File: config.mk
export PLATFORM = sky130hd
export DESIGN_NAME = gdr_recip
export DESIGN_NICKNAME = d
export VERILOG_FILES = /design/src/rtl/core/gdr_pkg.sv /design/src/rtl/core/gdr_recip.sv
export SDC_FILE = /design/constraint.sdc
export NUM_CORES = 1
export LEC_CHECK = 0
export ABC_AREA = 1
export BUFFER_PORTS_ARGS = -buffer_cell sky130_fd_sc_hd__buf_4
export CAP_MARGIN = 10
export CORE_MARGIN = 8
export CORE_UTILIZATION = 55
export CTS_CLUSTER_SIZE = 8
export DETAILED_ROUTE_END_ITERATION = 8
export HOLD_SLACK_MARGIN = 0.05
export PLACE_DENSITY = 0.76
export SYNTH_ARGS = -nofsm -noshare
export SYNTH_HDL_FRONTEND = slang
export SYNTH_SLANG_ARGS = --single-unit
File: constraint.sdc
create_clock -name i_clk -period 2.49 [get_ports i_clk]
set_input_delay 0.3735 -clock i_clk [delete_from_list [all_inputs] [get_ports i_clk]]
set_output_delay 0.3735 -clock i_clk [all_outputs]
set_load 0.01 [all_outputs]
File: src/rtl/core/gdr_pkg.sv
// ============================================================================
// gdr_pkg: shared types and constants of the grid DDA ray caster
// Field widths, fixed point constants, register indexes and the result type.
// ============================================================================
`default_nettype none

package gdr_pkg;

    // payload field widths
    localparam int PosW     = 14;   // unsigned Q6.8 position
    localparam int HeadW    = 16;   // signed Q2.14 direction
    localparam int DistW    = 16;   // Q8.8 distance
    localparam int TagW     = 4;
    localparam int CellW    = 6;
    localparam int UW       = 8;    // Q0.8 wall coordinate

    // configuration port
    localparam int CfgIdxW  = 4;
    localparam int CfgDataW = 16;
    localparam logic [CfgIdxW-1:0] CfgRenderLimit = CfgIdxW'(0);
    localparam logic [CfgIdxW-1:0] CfgIgnoreMask  = CfgIdxW'(1);
    localparam logic [CfgDataW-1:0] LimitReset    = 16'd4096;
    localparam logic [CfgDataW-1:0] MaskReset     = 16'd1;

    // request kinds
    localparam logic ReqWrite = 1'b0;
    localparam logic ReqCast  = 1'b1;

    // internal datapath widths
    localparam int SideW    = DistW + 1;    // side distances, one carry bit
    localparam int MulW     = 17;           // signed multiplier operands
    localparam int ProdW    = 2 * MulW;

    // tags at or above this count are never passed through
    localparam int TagCount  = 16;
    localparam int MapDimDef = 64;

    // reciprocal 2^22 / a: quotients of divisors up to RecipSmall saturate
    localparam logic [DistW-1:0] DeltaMax   = 16'hFFFF;
    localparam logic [DistW-1:0] RecipSmall = 16'd64;
    localparam logic [DistW-1:0] RecipRem0  = 16'd64;   // 2^22 >> 16

    typedef struct packed {
        logic             no_hit;
        logic             hit_side;
        logic [TagW-1:0]  hit_tag;
        logic [DistW-1:0] ray_distance;
        logic [DistW-1:0] perp_distance;
        logic [UW-1:0]    wall_u;
    } t_result;

endpackage

`default_nettype wire

File: src/rtl/core/gdr_recip.sv
// ============================================================================
// gdr_recip: serial reciprocal unit
// Computes min(2^22 / a, 65535) one quotient bit per cycle.
// ============================================================================
`default_nettype none

module gdr_recip import gdr_pkg::*; (
    input  wire logic              i_clk,
    input  wire logic              i_rst_n,
    input  wire logic              i_start,
    input  wire logic [DistW-1:0]  i_divisor,
    output      logic              o_done,
    output      logic [DistW-1:0]  o_quot
);
    logic             r_busy;
    logic             r_done;
    logic [3:0]       r_cnt;
    logic [DistW-1:0] r_div;
    logic [DistW-1:0] r_rem;
    logic [DistW-1:0] r_quot;
    logic [DistW:0]   trial;
    logic             fits;

    // one restoring step: shift in a zero dividend bit, try to subtract
    assign trial = {r_rem, 1'b0};
    assign fits  = trial >= {1'b0, r_div};

    always_ff @(posedge i_clk) begin
        if (!i_rst_n) begin
            r_busy <= 1'b0;
            r_done <= 1'b0;
            r_cnt  <= '0;
        end else begin
            r_done <= 1'b0;
            if (i_start) begin
                r_div  <= i_divisor;
                r_rem  <= RecipRem0;
                r_cnt  <= '0;
                // small divisors (and zero) saturate at once
                if (i_divisor <= RecipSmall) begin
                    r_quot <= DeltaMax;
                    r_done <= 1'b1;
                end else begin
                    r_quot <= '0;
                    r_busy <= 1'b1;
                end
            end else if (r_busy) begin
                r_rem  <= fits ? DistW'(trial - {1'b0, r_div}) : DistW'(trial);
                r_quot <= {r_quot[DistW-2:0], fits};
                r_cnt  <= r_cnt + 4'd1;
                if (r_cnt == 4'd15) begin
                    r_busy <= 1'b0;
                    r_done <= 1'b1;
                end
            end
        end
    end

    assign o_done = r_done;
    assign o_quot = r_quot;
endmodule

`default_nettype wire

Yosys cells after proc, flatten, opt, wreduce, memory -nomap -nowiden
Cells that the tools add are included.
- reduce and logical (&&, ||, !) cells: 4
- add/subtract/negate cells: 2
- muxes and demuxes: 13
- eq/ne operators: 2
- bitwise operators: 1
- $lt $le $gt $ge: 2
- operators by type and width (cell ; number):
    $mux 16 ; 5
    $ge 17x16->1 ; 1
    $le 16x7->1 const B ; 1
    $sub 16x16->16 ; 1
    $mux 1 ; 8
    $add 4x1->4 const B ; 1
    $eq 4x4->1 const B ; 1
    $reduce_and 2->1 ; 2
    $ne 2x2->1 const B ; 1
    $reduce_bool 2->1 ; 1
    $reduce_or 2->1 ; 1
    $not 1->1 ; 1
- bits of input ports: 19
- output and inout port bits: 17
- register bits: 54

Logic depth before layout (Yosys ltp)
Gate-level depths: netlist of the first run.
- depth after elaboration: 4
- depth in mapped cells: 14
- depth with buffers taken out: 13

Least setup slack after synthesis of the first run
Ideal clock, no wire load.
- kind: register to register
- start: reg r_rem[7]
- end: reg r_rem[12] (data pin)
- path buffers: 1
- data arrival time: 1.591 ns
- path slack: 0.646 ns
- setup time: 0.253 ns
- data required time: 2.237 ns
- period minus slack after synthesis: 1.844 ns
- stages on the path, launching flop included: 13
- cells stage by stage: edfxtp_1 > ha_1 > nand2_1 > inv_1 > nand2_1 > nand2_1 > a21oi_1 > nand2_2 > nand2_4 > nand2_4 > buf_6 > nor2_1 > nor2_1
- word-level cells in the longest chain between the ends: 3
- elaborated cells on any way between the ends: 4
- those cells by class: 1 x add/sub; 1 x order compare; 2 x mux
- ends and longest elaborated chain (what ; RTL line ; source):
    start: declaration ; gdr_recip.sv:19 ; logic [DistW-1:0] r_rem;
    start signal: assignment ; gdr_recip.sv:37 ; r_rem <= RecipRem0;
    start signal: assignment ; gdr_recip.sv:48 ; r_rem <= fits ? DistW'(trial - {1'b0, r_div}) : DistW'(trial);
    $sub 16x16->16 or $ge 17x16->1 (tied branches) ; gdr_recip.sv:48, gdr_recip.sv:26 ;
    $mux 16 * ; gdr_recip.sv:48 ;
    $mux 16 * ; gdr_recip.sv:47 ; end else if (r_busy) begin
Mark *: on every way between the ends. The rest lies on a longest branch, timed or not. The select of a mux whose other input is x is not followed.
A chain may end at the register's enable or synchronous reset.

Worst setup path in the final report of the first run
- start: reg r_rem[1]
- end: reg r_rem[9] (data pin)
Same word-level chain as after synthesis.

==> impl_results.md, run 1 <==
* Status: completed
* Final Net Count at around 500
* Starting Density at between 50 and 60%
* First DRT Iteration DRCs at ~260
* Worst hold-check path type: primary input to register
* Initial antenna violation count at 0
* Die W at around 93 µm
* Mapped cell area at about 0.0033 mm²
* Rows at 28
* Number of synthesized flops with an enable pin at 48
* Synth Area per Inst at roughly 7.9 µm²
* DR pass1 iterations at 5
* Min Tclk post-route at about 2200 ps
* Fraction of layout cells with a size suffix above 1 at between 10% and 20%
* Largest net degree at the start of global routing at 35
* Cell taking the most area after synthesis: edfxtp_1
* Worst Tran Pin Value at approximately 640 ps
* FMAX at 0.446 GHz
* Placeable Area at approximately 0.006 mm²
* Synthesis-stage register bit count at 54
* Fin crit share at approximately 90%
* Clock Sinks at 54
* CTS Buf Count at 5
* Grt ovf at 0
* Leak pwr at around 0.0019 µW
* Mapped Cells at ~420
* Highest-count cells in the layout ignoring fill and taps: nand2_1 (141), inv_1 (74), edfxtp_1 (48), nor2_1 (46), buf_4 (38)
* Yosys warns at 0
* Max_slew headroom at 57.0%
* Pwr Density at just under 700 mW/mm²
* Via Count at between 2000 and 3000
* Final Max Slew Viols at 0
* Setup crit end kind: register
* Post-DRT Antenna Nets at 0
* Clock Pin Slew Worst Setup and Hold Paths at around 100 ps
* Critical-path maximum fanout at 12
* Final worst setup slack at around 250 ps
* CTS tree: yes
* Number of remaining DRC errors at 0
* Distinct cells, synth at 29
* Peak VDD IR at ~0.37 mV
* Cts repair resizes at 0
* Crit Path Category: register to register
* GR Util All Layers at between 10% and 20%
* Die Area at between 0.008 and 0.009 mm²
* Area share of the largest cell type after synthesis at 43.8%
* Setup repair bufs after CTS at 0
* First-pass GRT wire length at roughly 12000 µm
* P&R area growth vs syn at 13.8%
* Startpoint types: register
* Root Driver: clkbuf_8
* Post-DP HPWL at ~5500 µm
* H-tree depth at 2
* Clock Latency Late Sink at 300 ps
* Most common cell after layout, fill and taps aside: nand2_1
* # IOs at 36
* RSZ-0062 raised after global routing: false
* Final core utilization at 64.0%
* Setup tns final at 0 ps
* Die Span Y at around 93 µm
* IO Port Bufs at 35
* Post-Syn Nets at ~450
* Synth area leaders: edfxtp_1 (44%), nand2_1 (16%), inv_1 (8.4%)
* Setup WS pre-CTS at 297 ps
* Clk_skew at between 9 and 10 ps
* Maxcap violations at 0
* Max clock buf depth at 2
* Final setup viols at 0
* Critical path required time at between 2000 and 3000 ps
* Hold_buf cts at 0
* Seq/Total Area, Yosys at ~47%
* Power Total at between 2000 and 3000 µW
* Vias in the first global route at around 2700
* Gpl congestion at between 0.9 and 1
* Final WL at roughly 7300 µm
* # fillers at roughly 480
* Worst Path Arrival at 2310 ps
* Asr flop ratio synth at 0%
* Via-per-instance ratio at about 5
* Synth Flop Type: edfxtp_1
* Ant diodes at 0
* Avg WL per Cell at 13.8 µm
* Final hold violation count at 0
[critical path, stage by stage (launching register included)]
cell	delay, ps
edfxtp_1	430
ha_1	410
nand2_1	110
nand2_1	100
a21oi_2	60
nand2_2	100
nand2_2	80
nand2_2	110
nand2_4	120
nand2_4	180
inv_2	100
nor2_1	130
nor2_1	60
[routing by layer]
metal / vias up / share of wire [%] / GRT usage, %
met5: - / 0 / 0
met1: 1223 / 43 / 20.1
met4: 0 / 3.2 / 8.59
met2: 110 / 46 / 28.1
met3: 23 / 8.1 / 4.89
li1: 1374 / - / -
[Yosys cell counts, drive strengths merged, types with 4 or more instances]
cell,n
xor2,7
inv,75
nor2,50
nand2,149
nor3,5
buf,5
edfxtp,48
ha,17
a21oi,11
dfxtp,6
o21ai,4
nand3,26
[cell type report]
cell class | count | area (µm²) | share of cell area (%)
clock inverter | 3 | 63.8 | 1.70
tap | 75 | 93.8 | 2.51
sequential | 54 | 1560 | 41.7
timing repair buffer | 38 | 285 | 7.62
inverter | 76 | 285 | 7.62
clock buffer | 5 | 68.8 | 1.84
multi-input combinational | 279 | 1390 | 37.0
[report_power, final]
part	switching, µW	internal (µW)	total (µW)
clock	286	398	684
combinational	496	276	773
sequential	46.4	1090	1140
[cell families (layout without fill, tap and decap cells)]
kind of cell / after synthesis / in the layout / synth area share, %
buffers and inverters: 83 / 122 / 10.4
XOR/XNOR: 7 / 7 / 1.86
adder cells (fa/ha/maj): 18 / 18 / 7.07
AND/OR/NAND/NOR: 237 / 237 / 30.4
AO/OA/AOI/OAI: 17 / 17 / 2.82
flip-flops: 54 / 54 / 47.5
[sequential cells by signal, indices dropped and copies added, names as in the netlist]
signal  count
r_busy      1
o_quot     16
r_div      16
o_done      1
r_cnt       4
r_rem      16
[path summary, 6_finish.rpt]
kind | start | endpoint | slack [ps] | cells after the start
worst max-delay path | r_rem[1] | r_rem[9] | 250 | 12
worst min-delay path | i_divisor[1] | r_div[1] | 250 | 1
worst max register to register | r_rem[1] | r_rem[9] | 250 | 12
worst min register to register | r_cnt[3] | r_cnt[3] | 460 | 1
[through the flow]
step           hold slack [ps]  std cells  instance area, µm²
6_report                   249        530                3740
2_1_floorplan              422        416                3290
5_1_grt                    238        530                3740
3_3_place_gp               442        522                3610
4_1_cts                    245        530                3740
3_5_place_dp               449        522                3610
Power figures use the tool's default switching activity.
==> inputs of run 2 (changes only) <==
--- a/config.mk
+++ b/config.mk
@@ -6,14 +6,17 @@
 export NUM_CORES = 1
 export LEC_CHECK = 0
 export ABC_AREA = 1
+export ABC_CLOCK_PERIOD_IN_PS = 2490
 export BUFFER_PORTS_ARGS = -buffer_cell sky130_fd_sc_hd__buf_4
 export CAP_MARGIN = 10
+export CELL_PAD_IN_SITES_DETAIL_PLACEMENT = 2
+export CELL_PAD_IN_SITES_GLOBAL_PLACEMENT = 2
 export CORE_MARGIN = 8
-export CORE_UTILIZATION = 55
+export CORE_UTILIZATION = 35
 export CTS_CLUSTER_SIZE = 8
 export DETAILED_ROUTE_END_ITERATION = 8
 export HOLD_SLACK_MARGIN = 0.05
-export PLACE_DENSITY = 0.76
+export PLACE_DENSITY_LB_ADDON = 0.1
 export SYNTH_ARGS = -nofsm -noshare
 export SYNTH_HDL_FRONTEND = slang
 export SYNTH_SLANG_ARGS = --single-unit
==> run 2 against run 1 <==
  * Combinational power grew 5.3%
  * Non-clock buffer count grew 2
  * Utilization shrank 23 points
  * Clock skew shrank 1.5 ps
  * Critical endpoint is now r_rem[15]
  * Die area grew 46%
  * Fmax grew 0.55%
  * Sequential power is essentially flat
  * Cell area grew 0.23%
  * First-iteration DRC count shrank 63%
==> impl_results.md, run 2 (same netlist as run 1, synthesis figures left out) <==
* Final setup viols at 0 (unchanged)
* Vias in the first global route at 3070 (was 2733)
* GR Util All Layers at 15.0% (was 17.2%)
* Fraction of layout cells with a size suffix above 1 at 13.8% (was 13.6%)
* Min Tclk post-route at 2230 ps (was 2240 ps)
* # IOs at 36 (unchanged)
* Die Area at 0.0128 mm² (was 0.00871 mm²)
* Critical path required time at 2560 ps (about the same)
* Via Count at 2744 (was 2730)
* Startpoint types: register (unchanged)
* Setup repair bufs after CTS at 0 (unchanged)
* Final core utilization at 40.8% (was 64.0%)
* Pwr Density at 647 mW/mm² (was 693 mW/mm²)
* Grt ovf at 0 (unchanged)
* Highest-count cells in the layout ignoring fill and taps: nand2_1 (141), inv_1 (74), edfxtp_1 (48), nor2_1 (46), buf_4 (40) (was nand2_1 (141), inv_1 (74), edfxtp_1 (48), nor2_1 (46), buf_4 (38))
* Max_slew headroom at 57.3% (was 57.0%)
* Critical-path maximum fanout at 12 (unchanged)
* Leak pwr at 0.00193 µW (was 0.00194 µW)
* Post-DRT Antenna Nets at 0 (unchanged)
* First DRT Iteration DRCs at 98 (was 262)
* Clock Pin Slew Worst Setup and Hold Paths at 100 ps (about the same)
* Setup tns final at 0 ps (unchanged)
* Most common cell after layout, fill and taps aside: nand2_1 (unchanged)
* Die Span Y at 113 µm (was 93.3 µm)
* Hold path depth at 1 (unchanged)
* RSZ-0062 raised after global routing: false (unchanged)
* Worst hold-check path type: primary input to register (unchanged)
* P&R area growth vs syn at 14.1% (was 13.8%)
* H-tree depth at 2 (unchanged)
* RR Startpoint: r_rem[10] (was r_rem[1])
* Hold Path Origin: i_divisor[11] (was i_divisor[1])
* Avg WL per Cell at 16.2 µm (was 13.8 µm)
* First-pass GRT wire length at 15200 µm (was 12000 µm)
* Clock Latency Late Sink at 300 ps (about the same)
* Final hold violation count at 0 (unchanged)
* Maxcap violations at 0 (unchanged)
* Peak VDD IR at 0.330 mV (was 0.374 mV)
* RR Endpoint: r_rem[15] (was r_rem[9])
* Number of remaining DRC errors at 0 (unchanged)
* Starting Density at 35.8% (was 56.2%)
* Crit Path Category: register to register (unchanged)
* Hold_buf cts at 0 (unchanged)
* Clock Sinks at 54 (unchanged)
* R2R cell count at 10 (was 12)
* CTS tree: yes (unchanged)
* CTS Buf Count at 5 (unchanged)
* Cts repair resizes at 0 (unchanged)
* Worst Hold End: r_div[11] (was r_div[1])
* Worst Tran Pin Value at 641 ps (was 644 ps)
* Gpl congestion at 0.769 (was 0.966)
* Final WL at 9210 µm (was 7320 µm)
* DR pass1 iterations at 4 (was 5)
* Rows at 35 (was 28)
* FMAX at 0.449 GHz (was 0.446 GHz)
* Die W at 113 µm (was 93.3 µm)
* Ant diodes at 0 (unchanged)
* Final Max Slew Viols at 0 (unchanged)
* Root Driver: clkbuf_8 (unchanged)
* Setup crit end kind: register (unchanged)
* Placeable Area at 0.00920 mm² (was 0.00585 mm²)
* Status: completed (unchanged)
* Reg2Reg Setup Slack at 260 ps (was 250 ps)
* Initial antenna violation count at 0 (unchanged)
* Post-DP HPWL at 7530 µm (was 5550 µm)
* Final Net Count at 493 (was 491)
* IO Port Bufs at 35 (unchanged)
* Via-per-instance ratio at 4.83 (was 5.15)
* Worst Path Arrival at 2300 ps (was 2310 ps)
* Clk_skew at 7.96 ps (was 9.45 ps)
* Fin crit share at 89.5% (was 90.0%)
* Largest net degree at the start of global routing at 34 (was 35)
* Max clock buf depth at 2 (unchanged)
## run 2: critical path, cell delays in order (launching register included)
cell and delay (ps):
edfxtp_1 430, ha_1 410, nand2_1 160, nor2_2 150
nand4_1 110, nor2_1 150, nor2_2 100, nand2_4 170
inv_2 130, nor2_1 130, nor2_1 50
## run 2: where the power goes
part / switching [µW] / internal (µW) / leakage, µW
registers: 45.5 / 1090 / 0.000516
clock network: 281 / 194 / 0.0000426
logic: 532 / 281 / 0.00137
## run 2: layout make-up
type	instances	area [µm²]
clock inverter	2	8.76
multi-input combinational	279	1390
fill	1092	5440
inverter	76	285
timing repair buffer	40	300
sequential	54	1560
tap	111	139
clock buffer	6	72.6
## run 2: how the worst max path moves through the flow
stage | from | endpoint | slack [ps]
after floorplan | r_rem[7] | r_rem[12] | 650
after global placement | r_rem[10] | r_rem[3] | 320
after detailed placement | r_rem[10] | r_rem[13] | 270
after CTS | r_rem[10] | r_rem[13] | 240
after global routing | r_rem[10] | r_rem[15] | 60
final | r_rem[10] | r_rem[15] | 260
## run 2: metal layers
metal,track usage (%),share of wire (%),routed length [µm],vias to the layer above
met2,26.9,49,4540,30
met3,3.30,3.6,336,4
met5,0,0,0,-
met4,3.20,0.72,66,0
li1,-,-,-,1375
met1,17.9,46,4270,1335
## run 2: through the flow
stage	cells	setup slack, ps	area [µm²]	power (µW)	hold slack, ps
2_1_floorplan	416	646	3290	1710	422
3_3_place_gp	560	317	3670	1940	440
3_5_place_dp	560	266	3670	1980	451
4_1_cts	568	237	3750	2460	240
5_1_grt	568	60.2	3750	2590	232
6_report	568	262	3750	2430	249
==> inputs of run 3 (changes only) <==
--- a/config.mk
+++ b/config.mk
@@ -11,12 +11,14 @@
 export CAP_MARGIN = 10
 export CELL_PAD_IN_SITES_DETAIL_PLACEMENT = 2
 export CELL_PAD_IN_SITES_GLOBAL_PLACEMENT = 2
+export CORE_ASPECT_RATIO = 1.25
 export CORE_MARGIN = 8
 export CORE_UTILIZATION = 35
 export CTS_CLUSTER_SIZE = 8
 export DETAILED_ROUTE_END_ITERATION = 8
 export HOLD_SLACK_MARGIN = 0.05
-export PLACE_DENSITY_LB_ADDON = 0.1
+export PLACE_DENSITY = 0.89
+export RECOVER_POWER = 100
 export SYNTH_ARGS = -nofsm -noshare
 export SYNTH_HDL_FRONTEND = slang
 export SYNTH_SLANG_ARGS = --single-unit
==> run 3 against run 2 <==
  * Clock-buffer cell count unchanged
  * Register-to-register slack worse by 140 ps
  * Sequential share of layout area up 0.13 points
  * Fmax down 5.7%
  * Clock skew down 4.0 ps
  * Non-clock buffer count down 2
  * First-iteration DRC count down 11%
  * Clock power up 69%
  * Sequential cell count unchanged
  * Cell area down 0.30%
  * Critical path depth up 2
  * Final cell count up 1.8%
  * Highest routed layer unchanged
==> impl_results.md, run 3 (same netlist as run 1, synthesis figures left out) <==
* Worst hold-check path type: primary input to register (unchanged)
* Multi-input gate area at 0.00141 mm² (was 0.00139 mm²)
* First-pass GRT wire length at 17900 µm (was 15200 µm)
* P&R area growth vs syn at 13.7% (was 14.1%)
* Setup crit end kind: register (unchanged)
* FMAX at 0.423 GHz (was 0.449 GHz)
* Peak VDD IR at 0.488 mV (was 0.330 mV)
* Worst stage delay on the critical path at 420 ps (was 430 ps)
* Initial antenna violation count at 0 (unchanged)
* GR Util All Layers at 18.3% (was 15.0%)
* First DRT Iteration DRCs at 87 (was 98)
* Setup tns final at 0 ps (unchanged)
* RSZ-0062 raised after global routing: false (unchanged)
* Via Count at 2879 (was 2744)
* # fillers at 1087 (was 1092)
* Startpoint types: register (unchanged)
* Setup repair bufs after CTS at 0 (unchanged)
* CTS tree: yes (unchanged)
* Starting Density at 36.0% (was 35.8%)
* Sequential cell area at 0.00156 mm² (unchanged)
* Clock Pin Slew Worst Setup and Hold Paths at 70 ps (was 100 ps)
* Via-per-instance ratio at 4.98 (was 4.83)
* Most common cell after layout, fill and taps aside: nand2_1 (unchanged)
* Rows at 39 (was 35)
* # IOs at 36 (unchanged)
* Highest-count cells in the layout ignoring fill and taps: nand2_1 (142), inv_1 (74), edfxtp_1 (48), nor2_1 (46), clkbuf_1 (33) (was nand2_1 (141), inv_1 (74), edfxtp_1 (48), nor2_1 (46), buf_4 (40))
* Final core utilization at 41.0% (was 40.8%)
* Placeable Area at 0.00913 mm² (was 0.00920 mm²)
* Vias in the first global route at 3297 (was 3070)
* Min Tclk post-route at 2360 ps (was 2230 ps)
* Status: completed (unchanged)
* Leak pwr at 0.00184 µW (was 0.00193 µW)
* Crit-path cells: inv_1, ha_1, ha_1, nand2_1, nor2_1, inv_1, nor2_1, nor2_4, buf_4, nand3_1, nand2_1, nor2_1 (was ha_1, nand2_1, nor2_2, nand4_1, nor2_1, nor2_2, nand2_4, inv_2, nor2_1, nor2_1)
* Fraction of layout cells with a size suffix above 1 at 6.81% (was 13.8%)
* Worst Tran Pin Value at 1160 ps (was 641 ps)
* Final setup viols at 0 (unchanged)
* Final WL at 11100 µm (was 9210 µm)
* Clock Latency Late Sink at 300 ps (about the same)
* Final Max Slew Viols at 0 (unchanged)
* Grt ovf at 0 (unchanged)
* Number of remaining DRC errors at 0 (unchanged)
* Ant diodes at 0 (unchanged)
* Critical path required time at 2550 ps (was 2560 ps)
* Pwr Density at 748 mW/mm² (was 647 mW/mm²)
* Fin crit share at 94.9% (was 89.5%)
* Clock Sinks at 54 (unchanged)
* H-tree depth at 2 (unchanged)
* Die Span Y at 124 µm (was 113 µm)
* Hold_buf cts at 0 (unchanged)
* Root Driver: clkbuf_16 (was clkbuf_8)
* Top cell by count, worst path: nor2_1 (unchanged)
* Clk_skew at 3.95 ps (was 7.96 ps)
* Worst path slowest cell: edfxtp_1 (unchanged)
* Crit Path Category: register to register (unchanged)
* Final Net Count at 491 (was 493)
* Max_slew headroom at 22.6% (was 57.3%)
* Gpl congestion at 0.828 (was 0.769)
* Worst Path Arrival at 2420 ps (was 2300 ps)
* Final hold violation count at 0 (unchanged)
* CTS Buf Count at 5 (unchanged)
* Post-DRT Antenna Nets at 0 (unchanged)
* IO Port Bufs at 35 (unchanged)
* Avg WL per Cell at 19.3 µm (was 16.2 µm)
* DR pass1 iterations at 4 (unchanged)
* Max clock buf depth at 2 (unchanged)
* Critical-path maximum fanout at 7 (was 12)
* Die Area at 0.0128 mm² (about the same)
* Die W at 103 µm (was 113 µm)
* Maxcap violations at 0 (unchanged)
* Largest net degree at the start of global routing at 33 (was 34)
* Post-DP HPWL at 8770 µm (was 7530 µm)
-- run 3: cell types whose count changed in the layout (fill, tap and decap cells not counted), moves of 2 or more --
cell,before,now
clkbuf_8,5,0
ha_1,17,15
clkbuf_16,0,5
clkbuf_4,0,4
clkbuf_1,1,33
buf_4,40,1
-- run 3: final timing paths --
path              cells past startpoint  slack [ps]        to    startpoint
setup reg to reg                     12         130  r_rem[5]      r_div[1]
hold reg to reg                       1         460  r_cnt[3]      r_cnt[3]
hold / removal                        1         280  r_div[5]  i_divisor[5]
setup / recovery                     12         130  r_rem[5]      r_div[1]
-- run 3: what timing repair did --
item                       CTS  global route
hold endpoints to repair     0             0
setup endpoints to repair    1             8
cloned                       0             0
gates resized for setup      1             4
-- run 3: stage by stage --
stage	instances	hold WS (ps)	power, µW	cell area, µm²	worst slack [ps]
2_1_floorplan	416	422	1710	3290	646
3_3_place_gp	570	434	1930	3670	320
3_5_place_dp	570	453	2000	3670	88.1
4_1_cts	578	256	2830	3840	35.8
5_1_grt	578	282	2930	3740	9.15
6_report	578	283	2800	3740	126
-- run 3: per-layer routing --
metal  vias up  wire length, µm  GRT usage [%]
li1       1369                -              -
met1      1441             4280           19.4
met2        50             6170           34.3
met3        19              375           3.36
met4         0              314           6.59
met5         -                0              0
-- run 3: area by class of cell --
type	instances	area share (%)
Clock buffer	6	3.44
Clock inverter	2	1.00
Inverter	76	7.63
Multi-Input combinational cell	279	37.7
Sequential cell	54	41.7
Tap cell	123	4.11
Timing Repair Buffer	38	4.35
-- run 3: where the power goes --
| part | internal (µW) | switching, µW | total (µW) |
|---|---|---|---|
| combinational | 261 | 583 | 844 |
| sequential | 1090 | 53.4 | 1150 |
| clock | 476 | 329 | 805 |
-- run 3: worst max-delay path: cells and delay by family (launching register included) --
kind / cells / cell delay [ps]
adders and majority gates: 2 / 610
buffers and inverters: 3 / 360
DFF: 1 / 420
and+or+nand+nor: 7 / 730
